$ cat src/rtl/shbc_pkg.sv
// Shared types, constants and helpers for the sample-and-hold bit crusher.
// Used by shbc_ctrl, shbc_datapath and sample_hold_bit_crusher; no dependencies.
`default_nettype none
package shbc_pkg;

  localparam int NUM_CHANNELS = 2;
  localparam int SAMPLE_BITS  = 24;
  localparam int CH_BITS      = 1;
  localparam int CFG_IDX_BITS = 3;
  localparam int CFG_DATA_BITS = 26;
  localparam int DIV_STEPS    = 24;
  localparam int DIV_CNT_BITS = $clog2(DIV_STEPS);
  localparam int TANH_POINTS  = 17;

  typedef enum logic [CFG_IDX_BITS-1:0] {
    REG_HOLD_RATIO    = 3'd0,
    REG_INPUT_GAIN    = 3'd1,
    REG_CRUSH_DRIVE   = 3'd2,
    REG_INVERSE_DRIVE = 3'd3,
    REG_QUANT_STEP    = 3'd4,
    REG_OUTPUT_GAIN   = 3'd5,
    REG_WET_GAIN      = 3'd6
  } reg_idx_e;

  typedef enum logic [4:0] {
    OP_NONE,
    OP_LOAD,
    OP_BYPASS,
    OP_GAIN,
    OP_HOLD,
    OP_DRIVE,
    OP_CLIP,
    OP_INTERP,
    OP_TANH,
    OP_DIV,
    OP_QUANT,
    OP_W1,
    OP_OG,
    OP_W2,
    OP_WET,
    OP_DRY,
    OP_MIX,
    OP_FINISH
  } dp_op_e;

  typedef struct packed {
    dp_op_e op;
  } dp_cmd_t;

  typedef struct packed {
    logic bypass;
  } dp_status_t;

  localparam logic [22:0] TANH_TAB [TANH_POINTS] = '{
    23'd0,       23'd2054527, 23'd3876520, 23'd5328017, 23'd6388715,
    23'd7115918, 23'd7592934, 23'd7896830, 23'd8086850, 23'd8204278,
    23'd8276320, 23'd8320322, 23'd8347125, 23'd8363422, 23'd8373323,
    23'd8379334, 23'd8382982
  };

  function automatic logic signed [SAMPLE_BITS-1:0] sat_sample(input logic signed [43:0] v);
    logic signed [43:0] hi;
    logic signed [43:0] lo;
    hi = 44'sd8388607;
    lo = -44'sd8388608;
    if (v > hi) begin
      return SAMPLE_BITS'(hi);
    end else if (v < lo) begin
      return SAMPLE_BITS'(lo);
    end
    return v[SAMPLE_BITS-1:0];
  endfunction

endpackage
`default_nettype wire

$ cat src/rtl/shbc_ctrl.sv
// Sequencer for the sample-and-hold bit crusher: handshakes and datapath steps.
// Depends on shbc_pkg.
`default_nettype none
module shbc_ctrl import shbc_pkg::*; (
  input  wire        clk_i,
  input  wire        rst_ni,
  input  wire        in_valid_i,
  output logic       in_ready_o,
  output logic       out_valid_o,
  input  wire        out_ready_i,
  input  dp_status_t status_i,
  output dp_cmd_t    cmd_o
);

  typedef enum logic [3:0] {
    S_IDLE, S_GAIN, S_HOLD, S_DRIVE, S_CLIP, S_INTERP, S_TANH, S_DIV,
    S_QUANT, S_W1, S_OG, S_W2, S_WET, S_DRY, S_MIX, S_DONE
  } state_e;

  state_e                  state_q, state_d;
  logic [DIV_CNT_BITS-1:0] cnt_q, cnt_d;
  logic                    out_valid_q, out_valid_d;
  logic                    finish;

  assign in_ready_o  = (state_q == S_IDLE);
  assign out_valid_o = out_valid_q;
  assign finish      = (state_q == S_DONE) && (!out_valid_q || out_ready_i);

  always_comb begin
    state_d    = state_q;
    cnt_d      = cnt_q;
    cmd_o.op   = OP_NONE;
    unique case (state_q)
      S_IDLE: begin
        if (in_valid_i) begin
          cmd_o.op = OP_LOAD;
          state_d  = S_GAIN;
        end
      end
      S_GAIN: begin
        if (status_i.bypass) begin
          cmd_o.op = OP_BYPASS;
          state_d  = S_DONE;
        end else begin
          cmd_o.op = OP_GAIN;
          state_d  = S_HOLD;
        end
      end
      S_HOLD:   begin cmd_o.op = OP_HOLD;   state_d = S_DRIVE;  end
      S_DRIVE:  begin cmd_o.op = OP_DRIVE;  state_d = S_CLIP;   end
      S_CLIP:   begin cmd_o.op = OP_CLIP;   state_d = S_INTERP; end
      S_INTERP: begin cmd_o.op = OP_INTERP; state_d = S_TANH;   end
      S_TANH: begin
        cmd_o.op = OP_TANH;
        cnt_d    = '0;
        state_d  = S_DIV;
      end
      S_DIV: begin
        cmd_o.op = OP_DIV;
        cnt_d    = cnt_q + 1'b1;
        if (cnt_q == DIV_CNT_BITS'(DIV_STEPS - 1)) begin
          state_d = S_QUANT;
        end
      end
      S_QUANT: begin cmd_o.op = OP_QUANT; state_d = S_W1;  end
      S_W1:    begin cmd_o.op = OP_W1;    state_d = S_OG;  end
      S_OG:    begin cmd_o.op = OP_OG;    state_d = S_W2;  end
      S_W2:    begin cmd_o.op = OP_W2;    state_d = S_WET; end
      S_WET:   begin cmd_o.op = OP_WET;   state_d = S_DRY; end
      S_DRY:   begin cmd_o.op = OP_DRY;   state_d = S_MIX; end
      S_MIX:   begin cmd_o.op = OP_MIX;   state_d = S_DONE; end
      S_DONE: begin
        if (finish) begin
          cmd_o.op = OP_FINISH;
          state_d  = S_IDLE;
        end
      end
      default: state_d = S_IDLE;
    endcase
    out_valid_d = finish || (out_valid_q && !out_ready_i);
  end

  always_ff @(posedge clk_i or negedge rst_ni) begin
    if (!rst_ni) begin
      state_q     <= S_IDLE;
      cnt_q       <= '0;
      out_valid_q <= 1'b0;
    end else begin
      state_q     <= state_d;
      cnt_q       <= cnt_d;
      out_valid_q <= out_valid_d;
    end
  end

  a_accept_starts: assert property (@(posedge clk_i) disable iff (!rst_ni)
    (in_valid_i && in_ready_o) |=> (state_q == S_GAIN))
    else $error("accepted transaction did not start processing");

  a_div_bound: assert property (@(posedge clk_i) disable iff (!rst_ni)
    (state_q == S_DIV) |-> (cnt_q < DIV_CNT_BITS'(DIV_STEPS)))
    else $error("divider step count out of range");

  a_finish_shows: assert property (@(posedge clk_i) disable iff (!rst_ni)
    finish |=> (out_valid_q && state_q == S_IDLE))
    else $error("finished result not presented");

endmodule
`default_nettype wire

$ cat src/rtl/shbc_datapath.sv
// Datapath of the sample-and-hold bit crusher: config registers, channel state,
// shared multiplier, serial remainder unit and output register. Depends on shbc_pkg.
`default_nettype none
module shbc_datapath import shbc_pkg::*; (
  input  wire                          clk_i,
  input  wire                          rst_ni,
  input  wire                          cfg_we_i,
  input  wire [CFG_IDX_BITS-1:0]       cfg_index_i,
  input  wire [CFG_DATA_BITS-1:0]      cfg_data_i,
  input  wire signed [SAMPLE_BITS-1:0] sample_i,
  input  wire [CH_BITS-1:0]            channel_i,
  input  dp_cmd_t                      cmd_i,
  output dp_status_t                   status_o,
  output logic signed [SAMPLE_BITS-1:0] sample_o,
  output logic                         captured_o
);

  logic [25:0] hold_ratio_q;
  logic [23:0] input_gain_q;
  logic [15:0] crush_drive_q;
  logic [16:0] inverse_drive_q;
  logic [22:0] quant_step_q;
  logic [23:0] output_gain_q;
  logic [16:0] wet_gain_q;

  logic [25:0]                   phase_q [NUM_CHANNELS];
  logic signed [SAMPLE_BITS-1:0] held_q  [NUM_CHANNELS];

  logic signed [SAMPLE_BITS-1:0] dry_q, hv_q, t_q, res_q;
  logic [CH_BITS-1:0]            ch_q;
  logic                          cap_q, res_cap_q, neg_q;
  logic signed [59:0]            prod_q, acc_q;
  logic [22:0]                   y0_q, diff_q;
  logic [20:0]                   f_q;
  logic [23:0]                   num_q, rem_q;
  logic signed [25:0]            w_q;
  logic signed [33:0]            w2_q;

  // Effective (clamped) settings.
  logic [25:0] ratio_eff;
  logic [15:0] drive_eff;
  logic [22:0] step_eff;
  logic        full_wet;
  logic signed [17:0] dry_gain;

  assign ratio_eff = (hold_ratio_q < 26'd65536) ? 26'd65536 : hold_ratio_q;
  assign drive_eff = (crush_drive_q < 16'd8192) ? 16'd8192 : crush_drive_q;
  assign step_eff  = (quant_step_q < 23'd256) ? 23'd256 :
                     ((quant_step_q > 23'd4194304) ? 23'd4194304 : quant_step_q);
  assign full_wet  = (wet_gain_q >= 17'd65530);
  assign dry_gain  = 18'sd65536 - $signed({1'b0, wet_gain_q});

  assign status_o.bypass = (wet_gain_q <= 17'd6) || (32'(ch_q) >= NUM_CHANNELS);

  // Shared multiplier with operand selection.
  logic signed [34:0] mul_a;
  logic signed [24:0] mul_b;
  logic signed [59:0] mul_p;
  logic signed [24:0] qlev;

  assign qlev = 25'(t_q) - $signed({1'b0, rem_q});

  always_comb begin
    mul_a = '0;
    mul_b = '0;
    case (cmd_i.op)
      OP_GAIN:   begin mul_a = 35'(dry_q); mul_b = $signed({1'b0, input_gain_q}); end
      OP_DRIVE:  begin mul_a = 35'(hv_q);  mul_b = $signed({9'b0, drive_eff}); end
      OP_INTERP: begin mul_a = $signed({12'b0, diff_q}); mul_b = $signed({4'b0, f_q}); end
      OP_QUANT:  begin mul_a = 35'(qlev);  mul_b = $signed({8'b0, inverse_drive_q}); end
      OP_OG:     begin mul_a = 35'(w_q);   mul_b = $signed({1'b0, output_gain_q}); end
      OP_WET:    begin mul_a = 35'(w2_q);  mul_b = $signed({8'b0, wet_gain_q}); end
      OP_DRY:    begin mul_a = 35'(dry_q); mul_b = 25'(dry_gain); end
      default:   begin mul_a = '0; mul_b = '0; end
    endcase
  end

  assign mul_p = mul_a * mul_b;

  // Rounded views of the product register.
  logic signed [59:0] rnd13, rnd16, mix_sum;
  assign rnd13   = prod_q + 60'sd4096;
  assign rnd16   = prod_q + 60'sd32768;
  assign mix_sum = acc_q + prod_q + 60'sd32768;

  // Hold and phase step.
  logic [26:0]                   phase_inc;
  logic [26:0]                   phase_nxt;
  logic                          do_cap;
  logic signed [SAMPLE_BITS-1:0] g_sat;

  assign g_sat     = sat_sample(rnd16[59:16]);
  assign do_cap    = (phase_q[ch_q] < 26'd65536);
  assign phase_inc = {1'b0, phase_q[ch_q]} + 27'd65536;
  assign phase_nxt = (phase_inc >= {1'b0, ratio_eff}) ? (phase_inc - {1'b0, ratio_eff})
                                                      : phase_inc;

  // Table lookup for the tanh argument.
  logic signed [27:0] a_val;
  logic [27:0]        m_val;
  logic [6:0]         idx_raw;
  logic [4:0]         idx;
  logic [22:0]        y0, y1;

  assign a_val   = rnd13[40:13];
  assign m_val   = a_val[27] ? 28'(-a_val) : a_val;
  assign idx_raw = m_val[27:21];
  assign idx     = (idx_raw >= 7'd16) ? 5'd16 : idx_raw[4:0];
  assign y0      = TANH_TAB[idx];
  assign y1      = (idx == 5'd16) ? TANH_TAB[16] : TANH_TAB[idx + 5'd1];

  // Soft clip result, clamped to the quantizer range.
  logic signed [SAMPLE_BITS-1:0] y_val, t_val, t_hi, t_clamped;
  logic [24:0]                   num_full;

  assign y_val     = $signed({1'b0, y0_q}) + $signed({1'b0, prod_q[43:21]});
  assign t_val     = neg_q ? -y_val : y_val;
  assign t_hi      = 24'sd8388608 - $signed({1'b0, step_eff});
  assign t_clamped = (t_val > t_hi) ? t_hi : t_val;
  assign num_full  = 25'(t_clamped) + 25'd8388608;

  // One restoring step of the remainder of (t + 1) by the step size.
  logic [23:0] rem_sh;
  assign rem_sh = {rem_q[22:0], num_q[23]};

  always_ff @(posedge clk_i or negedge rst_ni) begin
    if (!rst_ni) begin
      hold_ratio_q    <= 26'd65536;
      input_gain_q    <= 24'd65536;
      crush_drive_q   <= 16'd8192;
      inverse_drive_q <= 17'd65536;
      quant_step_q    <= 23'd4096;
      output_gain_q   <= 24'd65536;
      wet_gain_q      <= 17'd65536;
      for (int i = 0; i < NUM_CHANNELS; i++) begin
        phase_q[i] <= '0;
        held_q[i]  <= '0;
      end
    end else begin
      if (cfg_we_i) begin
        case (reg_idx_e'(cfg_index_i))
          REG_HOLD_RATIO:    hold_ratio_q    <= cfg_data_i[25:0];
          REG_INPUT_GAIN:    input_gain_q    <= cfg_data_i[23:0];
          REG_CRUSH_DRIVE:   crush_drive_q   <= cfg_data_i[15:0];
          REG_INVERSE_DRIVE: inverse_drive_q <= cfg_data_i[16:0];
          REG_QUANT_STEP:    quant_step_q    <= cfg_data_i[22:0];
          REG_OUTPUT_GAIN:   output_gain_q   <= cfg_data_i[23:0];
          REG_WET_GAIN:      wet_gain_q      <= cfg_data_i[16:0];
          default: ;
        endcase
      end
      if (cmd_i.op == OP_HOLD) begin
        phase_q[ch_q] <= phase_nxt[25:0];
        if (do_cap) begin
          held_q[ch_q] <= g_sat;
        end
      end
    end
  end

  always_ff @(posedge clk_i) begin
    case (cmd_i.op)
      OP_LOAD: begin
        dry_q <= sample_i;
        ch_q  <= channel_i;
      end
      OP_BYPASS: begin
        res_q     <= dry_q;
        res_cap_q <= 1'b0;
      end
      OP_GAIN, OP_DRIVE, OP_INTERP, OP_QUANT, OP_OG, OP_WET: prod_q <= mul_p;
      OP_HOLD: begin
        cap_q <= do_cap;
        hv_q  <= do_cap ? g_sat : held_q[ch_q];
      end
      OP_CLIP: begin
        neg_q  <= a_val[27];
        y0_q   <= y0;
        diff_q <= y1 - y0;
        f_q    <= m_val[20:0];
      end
      OP_TANH: begin
        t_q   <= t_clamped;
        num_q <= num_full[23:0];
        rem_q <= '0;
      end
      OP_DIV: begin
        num_q <= {num_q[22:0], 1'b0};
        rem_q <= (rem_sh >= {1'b0, step_eff}) ? (rem_sh - {1'b0, step_eff}) : rem_sh;
      end
      OP_W1: w_q  <= rnd16[41:16];
      OP_W2: w2_q <= rnd16[49:16];
      OP_DRY: begin
        acc_q  <= prod_q;
        prod_q <= mul_p;
      end
      OP_MIX: begin
        res_q     <= full_wet ? sat_sample(44'(w2_q)) : sat_sample(mix_sum[59:16]);
        res_cap_q <= cap_q;
      end
      OP_FINISH: begin
        sample_o   <= res_q;
        captured_o <= res_cap_q;
      end
      default: ;
    endcase
  end

endmodule
`default_nettype wire

$ cat src/rtl/sample_hold_bit_crusher.sv
// Top level of the sample-and-hold bit crusher: joins the sequencer and datapath.
// Depends on shbc_pkg, shbc_ctrl and shbc_datapath.
//
// Usage: input samples arrive on the s_axis channel (tdata = sample_in, tuser =
// channel); each accepted transaction produces exactly one result transaction on
// the m_axis channel (tdata = sample_out, tuser = captured). Registers are written
// on the cfg channel, which is always ready; write only while the block is idle.
// An item passes through the sequencer steps from acceptance to a valid result
// (the dry bypass path skips to the end); the quantizer uses the serial remainder
// unit and every product comes from the single shared multiplier. One item is
// processed at a time: the next input is accepted only once the last has finished.
// The result sits in an output register: the next input is accepted while it
// waits, and processing stalls only at the final step until the receiver takes it.
// Reset loads the register defaults, clears phase and held samples of every
// channel and empties the output register.
`default_nettype none
module sample_hold_bit_crusher import shbc_pkg::*; (
  input  wire                     clk_i,
  input  wire                     rst_ni,
  input  wire                     cfg_valid_i,
  output logic                    cfg_ready_o,
  input  wire [CFG_IDX_BITS-1:0]  cfg_index_i,
  input  wire [CFG_DATA_BITS-1:0] cfg_data_i,
  input  wire                     s_axis_tvalid_i,
  output logic                    s_axis_tready_o,
  input  wire [23:0]              s_axis_tdata_i,   // [23:0] sample_in
  input  wire                     s_axis_tuser_i,   // [0] channel
  output logic                    m_axis_tvalid_o,
  input  wire                     m_axis_tready_i,
  output logic [23:0]             m_axis_tdata_o,   // [23:0] sample_out
  output logic                    m_axis_tuser_o    // [0] captured
);

  dp_cmd_t    cmd;
  dp_status_t status;
  logic signed [SAMPLE_BITS-1:0] sample_out;

  assign cfg_ready_o    = 1'b1;
  assign m_axis_tdata_o = sample_out;

  shbc_ctrl u_ctrl (
    .clk_i       (clk_i),
    .rst_ni      (rst_ni),
    .in_valid_i  (s_axis_tvalid_i),
    .in_ready_o  (s_axis_tready_o),
    .out_valid_o (m_axis_tvalid_o),
    .out_ready_i (m_axis_tready_i),
    .status_i    (status),
    .cmd_o       (cmd)
  );

  shbc_datapath u_datapath (
    .clk_i       (clk_i),
    .rst_ni      (rst_ni),
    .cfg_we_i    (cfg_valid_i && cfg_ready_o),
    .cfg_index_i (cfg_index_i),
    .cfg_data_i  (cfg_data_i),
    .sample_i    ($signed(s_axis_tdata_i)),
    .channel_i   (s_axis_tuser_i),
    .cmd_i       (cmd),
    .status_o    (status),
    .sample_o    (sample_out),
    .captured_o  (m_axis_tuser_o)
  );

endmodule
`default_nettype wire
$ cat config.mk
export PLATFORM = sky130hd
export DESIGN_NAME = sample_hold_bit_crusher
export DESIGN_NICKNAME = d
export VERILOG_FILES = /design/src/rtl/shbc_pkg.sv /design/src/rtl/shbc_ctrl.sv /design/src/rtl/shbc_datapath.sv /design/src/rtl/sample_hold_bit_crusher.sv
export SDC_FILE = /design/constraint.sdc
export NUM_CORES = 2
export LEC_CHECK = 0
export BUFFER_PORTS_ARGS = -buffer_cell sky130_fd_sc_hd__buf_2
export CAP_MARGIN = 20
export CORE_MARGIN = 3
export CORE_UTILIZATION = 35
export CTS_BUF_LIST = sky130_fd_sc_hd__clkbuf_8
export CTS_CLUSTER_SIZE = 30
export DETAILED_ROUTE_END_ITERATION = 6
export HOLD_SLACK_MARGIN = 0.12
export PLACE_DENSITY = 0.57
export SLEW_MARGIN = 20
export SYNTH_ARGS = -nofsm -noshare
export SYNTH_HDL_FRONTEND = slang
export SYNTH_SLANG_ARGS = --single-unit
$ cat constraint.sdc
create_clock -name clk_i -period 11.3 [get_ports clk_i]
set_input_delay 1.13 -clock clk_i [delete_from_list [all_inputs] [get_ports clk_i]]
set_output_delay 1.13 -clock clk_i [all_outputs]
set_load 0.01 [all_outputs]
==> impl_metrics.ini <==
[status]
run_status = complete, but fails checks
failed_checks = design-rule violations

[critical_path]
crit_fanout = 11
cp_slowest_stage_delay_ns = 0.56
critPathLaunch = u_datapath.t_q[0]
critical_path_arrival_ns = 11.39
critPathCaptureType = flop
critPathKind = flop to flop
critical-path-top-cell-by-count = fa_1
worstSetupStartpointType = flop
worstReg2RegStart = u_datapath.t_q[0]
crit_slowest_cell = fa_1
required_ns = 11.86

[global_routing]
largest_net_degree_at_the_start_of_global_routing = 128
grtUsageMet1_pct = 32.4
grt_pass1_vias = 58400
globalRouteOverflowTotal = 0
groute.layer.met2.usage_pct = 37.3
first_pass_grt_wire_length_um = 376000
gr-usage-met3_pct = 4.36
grt_util_all_layers_pct = 23.7
layer_with_the_highest_usage = met2
antenna_violations_before_repair = 18

[timing]
hold_viol = 0
max_transition_viols_final = 0
skew_ns = 0.0707
worst_slew_pin_slew_ns = 1.06
setup_viol = 0
achievable-frequency_ghz = 0.0923
final_min_period_over_clock_period_pct = 95.9
worst_slack_ns = 0.466
post-route-min-period_ns = 10.83
slew_headroom_pct = 28.8
grt_setup_unrepaired = no

[place]
post-dp-hpwl_um = 200000
dpl_worst_slack_ns = -0.299
port_buffers = 85
globalplace.congestion = 0.953

[floorplan]
die_height_um = 460
fp.dieArea_mm2 = 0.212
die_w_um = 460
io-pin-count = 87
floorplan.core_area_mm2 = 0.205
start_util_pct = 35.3
core.rowCount = 166

[yosys]
netlist_top_cells_count = inv_1 (1133), nand2_1 (908), fa_1 (877), nor2_1 (718), ha_1 (435)
synth_cell_types = 103
netlist_top_cells_area = fa_1 (24%), edfxtp_1 (17%), dfrtp_1 (8.7%)
seq_area_frac_synth_pct = 26.4
synth_seq_cells = 677
synth_warnings = 0
synthMostInstantiatedCell = inv_1
async_flop_share_pct = 38.0
postSynthAreaPerCell_um2 = 9.46
synth.largest_area_cell = fa_1
syn-cell-area_mm2 = 0.0722
synth_largest_type_area_fraction_pct = 24.3
yosys_most_used_dff = edfxtp_1
post_synth_inst_count = 7628
synth-edff-count = 420

[clocking]
cts_tree = yes
cts_sinks = 677
path_clk_slew_ns = 0.07
root_buffer_selected_by_cts = clkbuf_8
clk_path_buf_depth = 3
clock_latency_ns = 0.86
cts.htree.levels = 3
cts-buffers-inserted = 110

[min_path]
hold_class = flop to flop
hold_path.startpoint = u_datapath.res_q[11]

[routing]
drt-vias-per-instance = 5.42
detail_route.wl_per_cell_um = 23.8
drt-initial-drc-count = 5511
ant_nets = 0
drt_wl_total_um = 253000
vias = 57700
route.detailed.drc = 4
firstDrtPassIters = 7

[run]
max_cap_violations = 0

[layout]
nNetsFinal = 9217
flow.area_growth_from_synthesis_pct = 12.1
proportion_of_layout_cells_with_a_drive_suffix_above_1_pct = 12.2
==> critical path, delay by kind of cell, from the launching register on <==
kind,cells,cell delay (ns)
flip-flops,1,0.36
XOR/XNOR,1,0.11
adder cells (fa/ha/maj),10,4.61
buffers and inverters,10,1.20
AO/OA/AOI/OAI,18,3.98
AND/OR/NAND/NOR,3,0.26
==> registers in the layout, summed over array words and instances, names as in the netlist, 26 cells and up <==
register and count:
u_datapath.held_q 48, u_datapath.prod_q 60, u_datapath.phase_q 52, u_datapath.w_q 26, u_datapath.hold_ratio_q 26, u_datapath.w2_q 34, u_datapath.acc_q 60
==> worst paths after layout <==
path / cells after the start / endpoint / slack [ns]
min reg2reg: 0 / u_datapath.sample_o[11] / 0.42
max: 42 / u_datapath.prod_q[56] / 0.47
min: 0 / u_datapath.sample_o[11] / 0.42
min in group asynchronous: 1 / u_datapath.phase_q[24] / 0.43
max in group asynchronous: 2 / u_datapath.held_q[12] / 9.24
max reg2reg: 42 / u_datapath.prod_q[56] / 0.47
==> cell usage in the layout (no fill, tap or decap), drive strengths merged, types with 40 or more instances in the layout <==
master,instances
a22oi,50
ha,435
and3,41
buf,447
nand4,80
inv,1177
clkbuf,118
nor3,84
a21oi,334
and2,64
nor2b,71
o21a,57
nand2,908
xor2,107
nand2b,67
a211oi,45
mux2,210
fa,877
dfrtp,250
o21ai,246
mux2i,40
nand3,104
a21o,150
nor2,718
xnor2,204
edfxtp,420
==> final cells by class <==
| type | count | area [um2] |
|---|---|---|
| Fill cell | 20300 | 124000 |
| Multi-Input combinational cell | 5475 | 48100 |
| Sequential cell | 677 | 19100 |
| Inverter | 1134 | 4260 |
| Timing Repair Buffer | 448 | 3800 |
| Tap cell | 2688 | 3360 |
| Clock buffer | 117 | 1610 |
| Clock inverter | 92 | 738 |
| Antenna cell | 6 | 15.0 |
==> metal layers <==
layer / part of all wire (%) / up-vias
met5: 0.0083 / -
met4: 4.8 / 4
met3: 7.8 / 493
met2: 45 / 2294
met1: 43 / 29100
li1: - / 25800
==> metrics by stage <==
| stage | util, % | instances | instance area (um2) | hold slack (ns) | setup TNS [ns] |
|---|---|---|---|---|---|
| 2_1_floorplan | - | 7629 | 72200 | 0.400 | 0 |
| 3_3_place_gp | 38.2 | 10400 | 78300 | 0.403 | -0.693 |
| 3_5_place_dp | 38.2 | 10400 | 78300 | 0.405 | -1.15 |
| 4_1_cts | 39.4 | 10600 | 80700 | 0.386 | 0 |
| 5_1_grt | 39.5 | 10600 | 80900 | 0.410 | 0 |
| 6_report | 39.5 | 10600 | 81000 | 0.422 | 0 |
==> timing repair <==
| action | 4_1_cts | 5_1_grt |
|---|---|---|
| buffers inserted | 0 | 0 |
| gates cloned | 0 | 1 |
| endpoints found under the setup margin | 6 | 12 |
| gates resized for setup | 8 | 39 |
| pin swaps | 0 | 8 |
| hold buffers | 0 | 0 |
==> kinds of logic (layout without fill, tap and decap cells) <==
| logic type | count (synthesis) | after routing | share of synthesized area (%) |
|---|---|---|---|
| multiplexers | 250 | 250 | 3.84 |
| buffers and inverters | 1477 | 1791 | 7.80 |
| other | 1 | 8 | 0.00519 |
| XOR/XNOR | 311 | 311 | 3.78 |
| AND/OR/NAND/NOR | 2330 | 2330 | 14.6 |
| flip-flops | 677 | 677 | 26.4 |
| AO/OA/AOI/OAI | 1270 | 1270 | 11.7 |
| adder cells (fa/ha/maj) | 1312 | 1312 | 31.9 |
Power is left out: the tool's default activity adds up to more than one toggle a clock period on the data nets, which glitch-free logic cannot reach.
